### src/b64sc_pkg.sv
`timescale 1ns / 1ps

package b64sc_pkg;

  localparam int unsigned MaxResults = 4;

  localparam logic ModeEncode = 1'b0;
  localparam logic ModeDecode = 1'b1;

  // Register select is address bit 2: mode at 0x0, pad_char at 0x4.
  localparam logic RegMode = 1'b0;
  localparam logic RegPad  = 1'b1;

  localparam logic [7:0] PadReset = 8'd61;

  typedef struct packed {
    logic [17:0] held;
    logic [1:0]  cnt;
    logic        third_pad;
  } b64sc_state_t;

  typedef struct packed {
    logic [7:0] data;
    logic       last;
    logic       err;
  } b64sc_res_t;

  typedef b64sc_res_t [MaxResults-1:0] b64sc_burst_t;

  function automatic logic [7:0] char_of(input logic [5:0] s);
    logic [7:0] c;
    if (s < 6'd26) begin
      c = 8'({2'b00, s}) + 8'd65;
    end else if (s < 6'd52) begin
      c = 8'({2'b00, s}) + 8'd71;
    end else if (s < 6'd62) begin
      c = 8'({2'b00, s}) - 8'd4;
    end else if (s == 6'd62) begin
      c = 8'd43;
    end else begin
      c = 8'd47;
    end
    return c;
  endfunction

  // Characters outside the alphabet decode as zero.
  function automatic logic [5:0] sextet_of(input logic [7:0] c);
    logic [5:0] s;
    if (c >= 8'd65 && c <= 8'd90) begin
      s = 6'(c - 8'd65);
    end else if (c >= 8'd97 && c <= 8'd122) begin
      s = 6'(c - 8'd71);
    end else if (c >= 8'd48 && c <= 8'd57) begin
      s = 6'(c + 8'd4);
    end else if (c == 8'd43) begin
      s = 6'd62;
    end else if (c == 8'd47) begin
      s = 6'd63;
    end else begin
      s = 6'd0;
    end
    return s;
  endfunction

endpackage

### src/b64sc_unit.sv
`timescale 1ns / 1ps

module b64sc_unit (
  input  logic                    mode,
  input  logic [7:0]              pad_char,
  input  b64sc_pkg::b64sc_state_t st,
  input  logic [7:0]              data,
  input  logic                    last,
  output b64sc_pkg::b64sc_state_t st_nxt,
  output logic [2:0]              n_res,
  output b64sc_pkg::b64sc_burst_t res
);

  logic [5:0]  sx;
  logic        is_pad;
  logic [15:0] w_e16;
  logic [23:0] w_e24;
  logic [17:0] w_d18;
  logic [23:0] w_d24;

  always_comb begin
    sx     = b64sc_pkg::sextet_of(data);
    is_pad = (data == pad_char);
    w_e16  = {st.held[7:0], data};
    w_e24  = {st.held[15:0], data};
    w_d18  = {st.held[11:0], sx};
    w_d24  = {st.held, sx};

    st_nxt = st;
    n_res  = 3'd0;
    res    = '0;

    if (mode == b64sc_pkg::ModeEncode) begin
      case (st.cnt)
        2'd0: begin
          st_nxt.held = {10'd0, data};
          st_nxt.cnt  = 2'd1;
          if (last) begin
            n_res          = 3'd4;
            res[0].data    = b64sc_pkg::char_of(data[7:2]);
            res[1].data    = b64sc_pkg::char_of({data[1:0], 4'd0});
            res[2].data    = pad_char;
            res[3].data    = pad_char;
            res[3].last    = 1'b1;
            st_nxt.held    = '0;
            st_nxt.cnt     = 2'd0;
          end
        end
        2'd1: begin
          st_nxt.held = {2'd0, w_e16};
          st_nxt.cnt  = 2'd2;
          if (last) begin
            n_res          = 3'd4;
            res[0].data    = b64sc_pkg::char_of(w_e16[15:10]);
            res[1].data    = b64sc_pkg::char_of(w_e16[9:4]);
            res[2].data    = b64sc_pkg::char_of({w_e16[3:0], 2'd0});
            res[3].data    = pad_char;
            res[3].last    = 1'b1;
            st_nxt.held    = '0;
            st_nxt.cnt     = 2'd0;
          end
        end
        default: begin
          n_res       = 3'd4;
          res[0].data = b64sc_pkg::char_of(w_e24[23:18]);
          res[1].data = b64sc_pkg::char_of(w_e24[17:12]);
          res[2].data = b64sc_pkg::char_of(w_e24[11:6]);
          res[3].data = b64sc_pkg::char_of(w_e24[5:0]);
          res[3].last = last;
          st_nxt.held = '0;
          st_nxt.cnt  = 2'd0;
        end
      endcase
    end else begin
      case (st.cnt)
        2'd3: begin
          st_nxt.held      = '0;
          st_nxt.cnt       = 2'd0;
          st_nxt.third_pad = 1'b0;
          res[0].data      = w_d24[23:16];
          res[1].data      = w_d24[15:8];
          if (last && is_pad && st.third_pad) begin
            n_res       = 3'd1;
            res[0].last = 1'b1;
          end else if (last && is_pad) begin
            n_res       = 3'd2;
            res[1].last = 1'b1;
          end else begin
            n_res       = 3'd3;
            res[2].data = w_d24[7:0];
            res[2].last = last;
          end
        end
        default: begin
          if (st.cnt == 2'd2) begin
            st_nxt.third_pad = is_pad;
          end
          st_nxt.held = w_d18;
          st_nxt.cnt  = st.cnt + 2'd1;
          if (last) begin
            st_nxt.held      = '0;
            st_nxt.cnt       = 2'd0;
            st_nxt.third_pad = 1'b0;
            case (st.cnt)
              2'd0: begin
                n_res       = 3'd1;
                res[0].last = 1'b1;
                res[0].err  = 1'b1;
              end
              2'd1: begin
                n_res       = 3'd1;
                res[0].data = w_d18[11:4];
                res[0].last = 1'b1;
              end
              default: begin
                n_res       = 3'd2;
                res[0].data = w_d18[17:10];
                res[1].data = w_d18[9:2];
                res[1].last = 1'b1;
              end
            endcase
          end
        end
      endcase
    end
  end

endmodule

### src/base64_stream_codec.sv
`timescale 1ns / 1ps

// The first result of an item passes through the input register, the burst buffer and the output register.
// While out_tready is high, one result per cycle leaves a four-entry burst buffer, decoding
// takes one character per cycle, and encoding is bounded by the four results of each group.
// Items that complete no group are taken every cycle.
// Reset (synchronous, active low) empties all stages, selects encode and sets pad_char to 61.
module base64_stream_codec (
  input  logic        clk,
  input  logic        rst_n,

  input  logic        in_tvalid,
  output logic        in_tready,
  input  logic [7:0]  in_tdata,    // [7:0] in_byte
  input  logic        in_tlast,

  output logic        out_tvalid,
  input  logic        out_tready,
  output logic [7:0]  out_tdata,   // [7:0] out_byte
  output logic        out_tlast,
  output logic        out_tuser,   // [0] out_error

  input  logic        cfg_psel,
  input  logic        cfg_penable,
  input  logic        cfg_pwrite,
  input  logic [2:0]  cfg_paddr,
  input  logic [31:0] cfg_pwdata,
  output logic [31:0] cfg_prdata,
  output logic        cfg_pready
);

  logic                    mode_r;
  logic [7:0]              pad_r;
  b64sc_pkg::b64sc_state_t st_r;
  b64sc_pkg::b64sc_state_t st_nxt;

  logic                    in_v_r;
  logic [7:0]              in_data_r;
  logic                    in_last_r;

  b64sc_pkg::b64sc_burst_t burst_r;
  b64sc_pkg::b64sc_burst_t burst_new;
  logic [2:0]              burst_left_r;
  logic [2:0]              n_res;

  logic                    out_v_r;
  b64sc_pkg::b64sc_res_t   out_r;

  logic                    cfg_wr;
  logic                    mode_wr;
  logic                    move;
  logic                    burst_free;
  logic                    consume;

  b64sc_unit u_unit (
    .mode     (mode_r),
    .pad_char (pad_r),
    .st       (st_r),
    .data     (in_data_r),
    .last     (in_last_r),
    .st_nxt   (st_nxt),
    .n_res    (n_res),
    .res      (burst_new)
  );

  assign cfg_pready = 1'b1;
  assign cfg_wr     = cfg_psel && cfg_penable && cfg_pwrite && cfg_pready;
  assign mode_wr    = cfg_wr && (cfg_paddr[2] == b64sc_pkg::RegMode);

  always_comb begin
    cfg_prdata = '0;
    case (cfg_paddr[2])
      b64sc_pkg::RegMode: cfg_prdata = {31'd0, mode_r};
      b64sc_pkg::RegPad:  cfg_prdata = {24'd0, pad_r};
      default:            cfg_prdata = '0;
    endcase
  end

  assign move       = (burst_left_r != 3'd0) && (!out_v_r || out_tready);
  assign burst_free = (burst_left_r == 3'd0) || ((burst_left_r == 3'd1) && move);
  assign consume    = in_v_r && ((n_res == 3'd0) || burst_free);
  assign in_tready  = !in_v_r || consume;

  assign out_tvalid = out_v_r;
  assign out_tdata  = out_r.data;
  assign out_tlast  = out_r.last;
  assign out_tuser  = out_r.err;

  always_ff @(posedge clk) begin
    if (!rst_n) begin
      mode_r       <= b64sc_pkg::ModeEncode;
      pad_r        <= b64sc_pkg::PadReset;
      st_r         <= '0;
      in_v_r       <= 1'b0;
      burst_left_r <= 3'd0;
      out_v_r      <= 1'b0;
    end else begin
      if (cfg_wr) begin
        if (cfg_paddr[2] == b64sc_pkg::RegMode) begin
          mode_r <= cfg_pwdata[0];
        end else begin
          pad_r <= cfg_pwdata[7:0];
        end
      end

      if (mode_wr) begin
        st_r <= '0;
      end else if (consume) begin
        st_r <= st_nxt;
      end

      if (in_tvalid && in_tready) begin
        in_v_r <= 1'b1;
      end else if (consume) begin
        in_v_r <= 1'b0;
      end

      if (consume && (n_res != 3'd0)) begin
        burst_left_r <= n_res;
      end else if (move) begin
        burst_left_r <= burst_left_r - 3'd1;
      end

      if (move) begin
        out_v_r <= 1'b1;
      end else if (out_tready) begin
        out_v_r <= 1'b0;
      end
    end
  end

  always_ff @(posedge clk) begin
    if (in_tvalid && in_tready) begin
      in_data_r <= in_tdata;
      in_last_r <= in_tlast;
    end
    if (consume && (n_res != 3'd0)) begin
      burst_r <= burst_new;
    end else if (move) begin
      burst_r <= {b64sc_pkg::b64sc_res_t'('0), burst_r[b64sc_pkg::MaxResults-1:1]};
    end
    if (move) begin
      out_r <= burst_r[0];
    end
  end

  a_burst_bound: assert property (@(posedge clk) disable iff (!rst_n)
    burst_left_r <= 3'(b64sc_pkg::MaxResults))
    else $error("Burst buffer count exceeds the group size.");

  a_mode_clear: assert property (@(posedge clk) disable iff (!rst_n)
    mode_wr |=> (st_r.cnt == 2'd0) && (st_r.held == 18'd0) && !st_r.third_pad)
    else $error("Open group survived a mode write.");

  a_encode_cnt: assert property (@(posedge clk) disable iff (!rst_n)
    (mode_r == b64sc_pkg::ModeEncode) |-> (st_r.cnt != 2'd3))
    else $error("Encoder holds more than two bytes.");

  a_error_shape: assert property (@(posedge clk) disable iff (!rst_n)
    (out_v_r && out_r.err) |-> (out_r.last && (out_r.data == 8'd0)))
    else $error("Error transfer is not a final zero byte.");

endmodule

### config.mk
export PLATFORM = sky130hd
export DESIGN_NAME = base64_stream_codec
export DESIGN_NICKNAME = d
export VERILOG_FILES = /design/src/b64sc_pkg.sv /design/src/b64sc_unit.sv /design/src/base64_stream_codec.sv
export SDC_FILE = /design/constraint.sdc
export NUM_CORES = 1
export LEC_CHECK = 0
export ABC_CLOCK_PERIOD_IN_PS = 9700
export BUFFER_PORTS_ARGS = -buffer_cell sky130_fd_sc_hd__buf_2
export CAP_MARGIN = 20
export CORE_UTILIZATION = 44
export CTS_BUF_LIST = sky130_fd_sc_hd__clkbuf_4
export DETAILED_ROUTE_END_ITERATION = 8
export MAX_ROUTING_LAYER = met4
export PLACE_DENSITY_LB_ADDON = 0.15
export SYNTH_ARGS = -nofsm -noshare
export SYNTH_HDL_FRONTEND = slang
export SYNTH_HIERARCHICAL = 1
export SYNTH_SLANG_ARGS = --single-unit
### constraint.sdc
create_clock -name clk -period 9.7 [get_ports clk]
set_clock_uncertainty 0.05 [all_clocks]
set_input_delay 1.94 -clock clk [delete_from_list [all_inputs] [get_ports clk]]
set_output_delay 1.94 -clock clk [all_outputs]
set_load 0.01 [all_outputs]
==> impl_results.rst <==
.. list-table::
   :header-rows: 1

   * - Metric
     - Value
   * - Final wirelength
     - 28700 µm
   * - CTS sink count
     - 94
   * - Half-perimeter wire length after detailed placement
     - 20100 µm
   * - R2r startpoint
     - in_data_r[2]
   * - Number of violations of the max-capacitance limit
     - 0
   * - Clock Path Buffers
     - 2
   * - Overflow left after global routing
     - 0
   * - Critical hold path startpoint
     - burst_r[9]
   * - Count of antenna-violating nets left after detailed routing
     - 0
   * - Overall fraction of global-route tracks in use
     - 27.7%
   * - Cts bufs inserted
     - 9
   * - Floorplan core area
     - 0.0197 mm²
   * - Post-CTS Hold Buffers
     - 0
   * - Skew-Pair Late Insertion Delay
     - 0.47 ns
   * - Setup TNS Final
     - 0 ns
   * - Number of nets in the final layout
     - 1182
   * - Final Critical Period
     - 5.19 ns
   * - Sequential share of power
     - 43.6%
   * - Leading cell types by total area after synthesis
     - sky130_fd_sc_hd__edfxtp_1, sky130_fd_sc_hd__dfxtp_1, sky130_fd_sc_hd__ha_1, sky130_fd_sc_hd__mux2_4, sky130_fd_sc_hd__nand3_1
   * - Row count
     - 51
   * - Required @ worst endpoint
     - 7.71 ns
   * - Slew at the pin closest to its max-slew limit
     - 1.10 ns
   * - Number of enable-type register cells in the synthesized netlist
     - 59
   * - Number of levels the H-tree was split into
     - 3
   * - Die area
     - 0.0210 mm²
   * - Worst Reg-to-Reg Cells
     - 9
   * - Fraction of registers with async set or reset after synthesis
     - 0%
   * - Total power per unit cell area
     - 165 mW/mm²
   * - Count of different cell masters after synthesis
     - 83
   * - Setup repair after global routing missed its margin
     - false
   * - Largest fanout of any net on the critical path
     - 19
   * - Critical path type
     - flip-flop to output port
   * - Post-CTS Repair Setup Buffers
     - 0
   * - Final count of hold timing violations
     - 0
   * - Min-delay worst type
     - flip-flop to flip-flop
   * - Clock network fraction of design power
     - 15.5%
   * - Vias in the first global route
     - 7640
   * - Count of fill cells added during filler insertion
     - 1968
   * - First-pass iteration count of the detailed router
     - 6
   * - Height of the die
     - 145 µm
   * - Buffers added on ports
     - 44
   * - Yosys synthesis warning count
     - 6
   * - Internal portion of total power
     - 0.000949 W
   * - Max Clock Freq
     - 193 MHz
   * - Initial antenna violation count
     - 1
   * - Most used flip-flop cell after synthesis
     - sky130_fd_sc_hd__edfxtp_1
   * - Comb power frac
     - 40.9%
   * - Clk Tree Root Cell
     - sky130_fd_sc_hd__clkbuf_4
   * - Average wire per cell in the routed design
     - 21.2 µm
   * - Startpoint type of the worst setup path
     - flip-flop
   * - Number of instances on the worst hold path
     - 0
   * - Largest vdd supply drop
     - 0.000132 V
   * - Net switching component of the power
     - 0.000586 W
   * - Leak Pwr
     - 3.42 nW
   * - Capture endpoint of the worst hold path
     - out_tdata[7]
   * - Boundary Pins
     - 96
   * - Run status
     - finished clean
   * - Largest net degree at the start of global routing
     - 56
   * - Design Power
     - 0.00153 W
   * - Register bit total from synthesis
     - 94
   * - DR vias/cell
     - 6.41
   * - Critical path capture point type
     - output port
   * - Area added between synthesis and finish
     - 3.62%
   * - Die width
     - 145 µm
   * - Avg Inst Size Synth
     - 8.14 µm²
   * - CTS tree
     - done
   * - Share of the yosys chip area belonging to registers
     - 27.5%
   * - Drt first-iter violations
     - 1026
   * - Gp weighted congestion
     - 0.935
   * - Multi-input combinational cell area
     - 0.00583 mm²
   * - Leading cell type in the layout, fill and taps excluded
     - sky130_fd_sc_hd__nand2_1
   * - Switching Fraction
     - 38.2%
   * - Commonest cells after routing, fill and taps aside
     - sky130_fd_sc_hd__nand2_1, sky130_fd_sc_hd__nand3_1, sky130_fd_sc_hd__a21oi_1, sky130_fd_sc_hd__nor2_1, sky130_fd_sc_hd__edfxtp_1
   * - End of the worst register-to-register path
     - burst_r[12]
   * - R2r setup slk
     - 5.51 ns
   * - Remaining routing DRC violations
     - 0
   * - Post-route fraction of the period consumed by the critical path
     - 53.5%
   * - Number of max-slew violations in the final report
     - 0
   * - Number of instances in the synthesized netlist
     - 1105
   * - Combined flip-flop and latch cell area
     - 0.00247 mm²
   * - Worst slew slack as a fraction of its limit
     - 26.9%
   * - Area leader, netlist
     - sky130_fd_sc_hd__edfxtp_1
   * - Post-synthesis cell area
     - 0.00899 mm²
   * - Number of endpoints failing setup at the final stage
     - 0
   * - Resized Gates After CTS
     - 0
   * - Top-area cell type share of the netlist area
     - 19.7%
   * - Vias post-DR
     - 8690
   * - Starting density of the core
     - 45.6%
   * - Global-route wire length before repair
     - 44900 µm
   * - Share of cells above drive strength 1
     - 12.5%
   * - Register clock-pin slew on the reported worst setup and hold paths
     - 0.16 ns
   * - Arrival time of the worst setup path
     - 3.20 ns
logic make-up after synthesis:
kind of cell	count (synthesis)	synth area share, %
AOI/OAI and AO/OA	343	26.8
xor gates and xnor gates	28	2.73
adders and majority gates	48	6.68
buffers and inverters	164	8.75
DFF	94	27.5
muxes	43	6.47
other	3	0.125
and+or+nand+nor	382	20.9
state kept, by name, summed over array words and instances, names as in the netlist:
register / cells
burst_left_r: 3
out_tlast: 1
out_tuser: 1
in_data_r: 8
st_r: 21
mode_r: 1
in_v_r: 1
pad_r: 8
out_tvalid: 1
out_tdata: 8
in_last_r: 1
burst_r: 40
worst max-delay path: stages (launching register included):
cell	delay (ns)
sky130_fd_sc_hd__edfxtp_1	0.88
sky130_fd_sc_hd__xnor2_1	0.20
sky130_fd_sc_hd__nand4_1	0.11
sky130_fd_sc_hd__nor2_1	0.33
sky130_fd_sc_hd__nand2_1	0.17
sky130_fd_sc_hd__o21ai_0	0.17
sky130_fd_sc_hd__a21oi_1	0.18
sky130_fd_sc_hd__o31ai_4	0.36
sky130_fd_sc_hd__nor2_1	0.13
sky130_fd_sc_hd__inv_1	0.07
sky130_fd_sc_hd__buf_2	0.12
power by group through the flow:
stage	clock network (W)	logic (W)	registers, W
floorplan	0	0.000455	0.000672
global placement	0	0.000611	0.000676
detailed placement	0	0.000613	0.000680
CTS	0.000246	0.000615	0.000670
global route	0.000258	0.000677	0.000683
finish	0.000238	0.000627	0.000669
per-stage QoR:
stage | setup WS, ns | std cells | instance area [µm²] | hold WS [ns] | utilization (%)
5_1_grt | 4.26 | 1355 | 9320 | 0.391 | 47.2
4_1_cts | 4.52 | 1350 | 9280 | 0.376 | 47.0
6_report | 4.51 | 1355 | 9320 | 0.371 | 47.2
3_3_place_gp | 4.70 | 1334 | 9130 | 0.351 | 46.3
2_1_floorplan | 5.19 | 1130 | 9080 | 0.350 | -
3_5_place_dp | 4.69 | 1334 | 9130 | 0.355 | 46.3
per-layer routing:
metal | GRT usage [%] | part of all wire (%) | vias up
met2 | 41.5 | 44 | 465
met3 | 3.71 | 8.1 | 78
met5 | - | 0 | -
met1 | 37.0 | 43 | 4112
li1 | - | - | 4035
met4 | 12.5 | 4.8 | 0
how the worst max path moves through the flow:
stage | startpoint | to | depth (start not counted)
2_1_floorplan | cfg_paddr[2] | cfg_prdata[0] | 2
3_3_place_gp | out_tready | in_tready | 6
3_5_place_dp | out_tready | in_tready | 6
4_1_cts | in_data_r[6] | in_tready | 10
5_1_grt | in_data_r[6] | in_tready | 10
6_report | in_data_r[6] | in_tready | 10
synthesized netlist by cell type, types with 29 or more instances:
master,instances
sky130_fd_sc_hd__o21ai_0,59
sky130_fd_sc_hd__buf_4,30
sky130_fd_sc_hd__mux2_4,29
sky130_fd_sc_hd__dfxtp_1,35
sky130_fd_sc_hd__clkbuf_1,72
sky130_fd_sc_hd__a21oi_1,82
sky130_fd_sc_hd__nor2_1,65
sky130_fd_sc_hd__edfxtp_1,59
sky130_fd_sc_hd__nand3_1,83
sky130_fd_sc_hd__ha_1,48
sky130_fd_sc_hd__nand2_1,95
sky130_fd_sc_hd__inv_1,42
area by class of cell:
class                           instances  area share, %
Timing Repair Buffer                   62           3.95
Clock inverter                          5          0.698
Antenna cell                            2         0.0537
Inverter                               44           1.77
Tap cell                              265           3.56
Sequential cell                        94           26.6
Multi-Input combinational cell        872           62.5
Clock buffer                           11          0.886
Power figures use the tool's default switching activity.
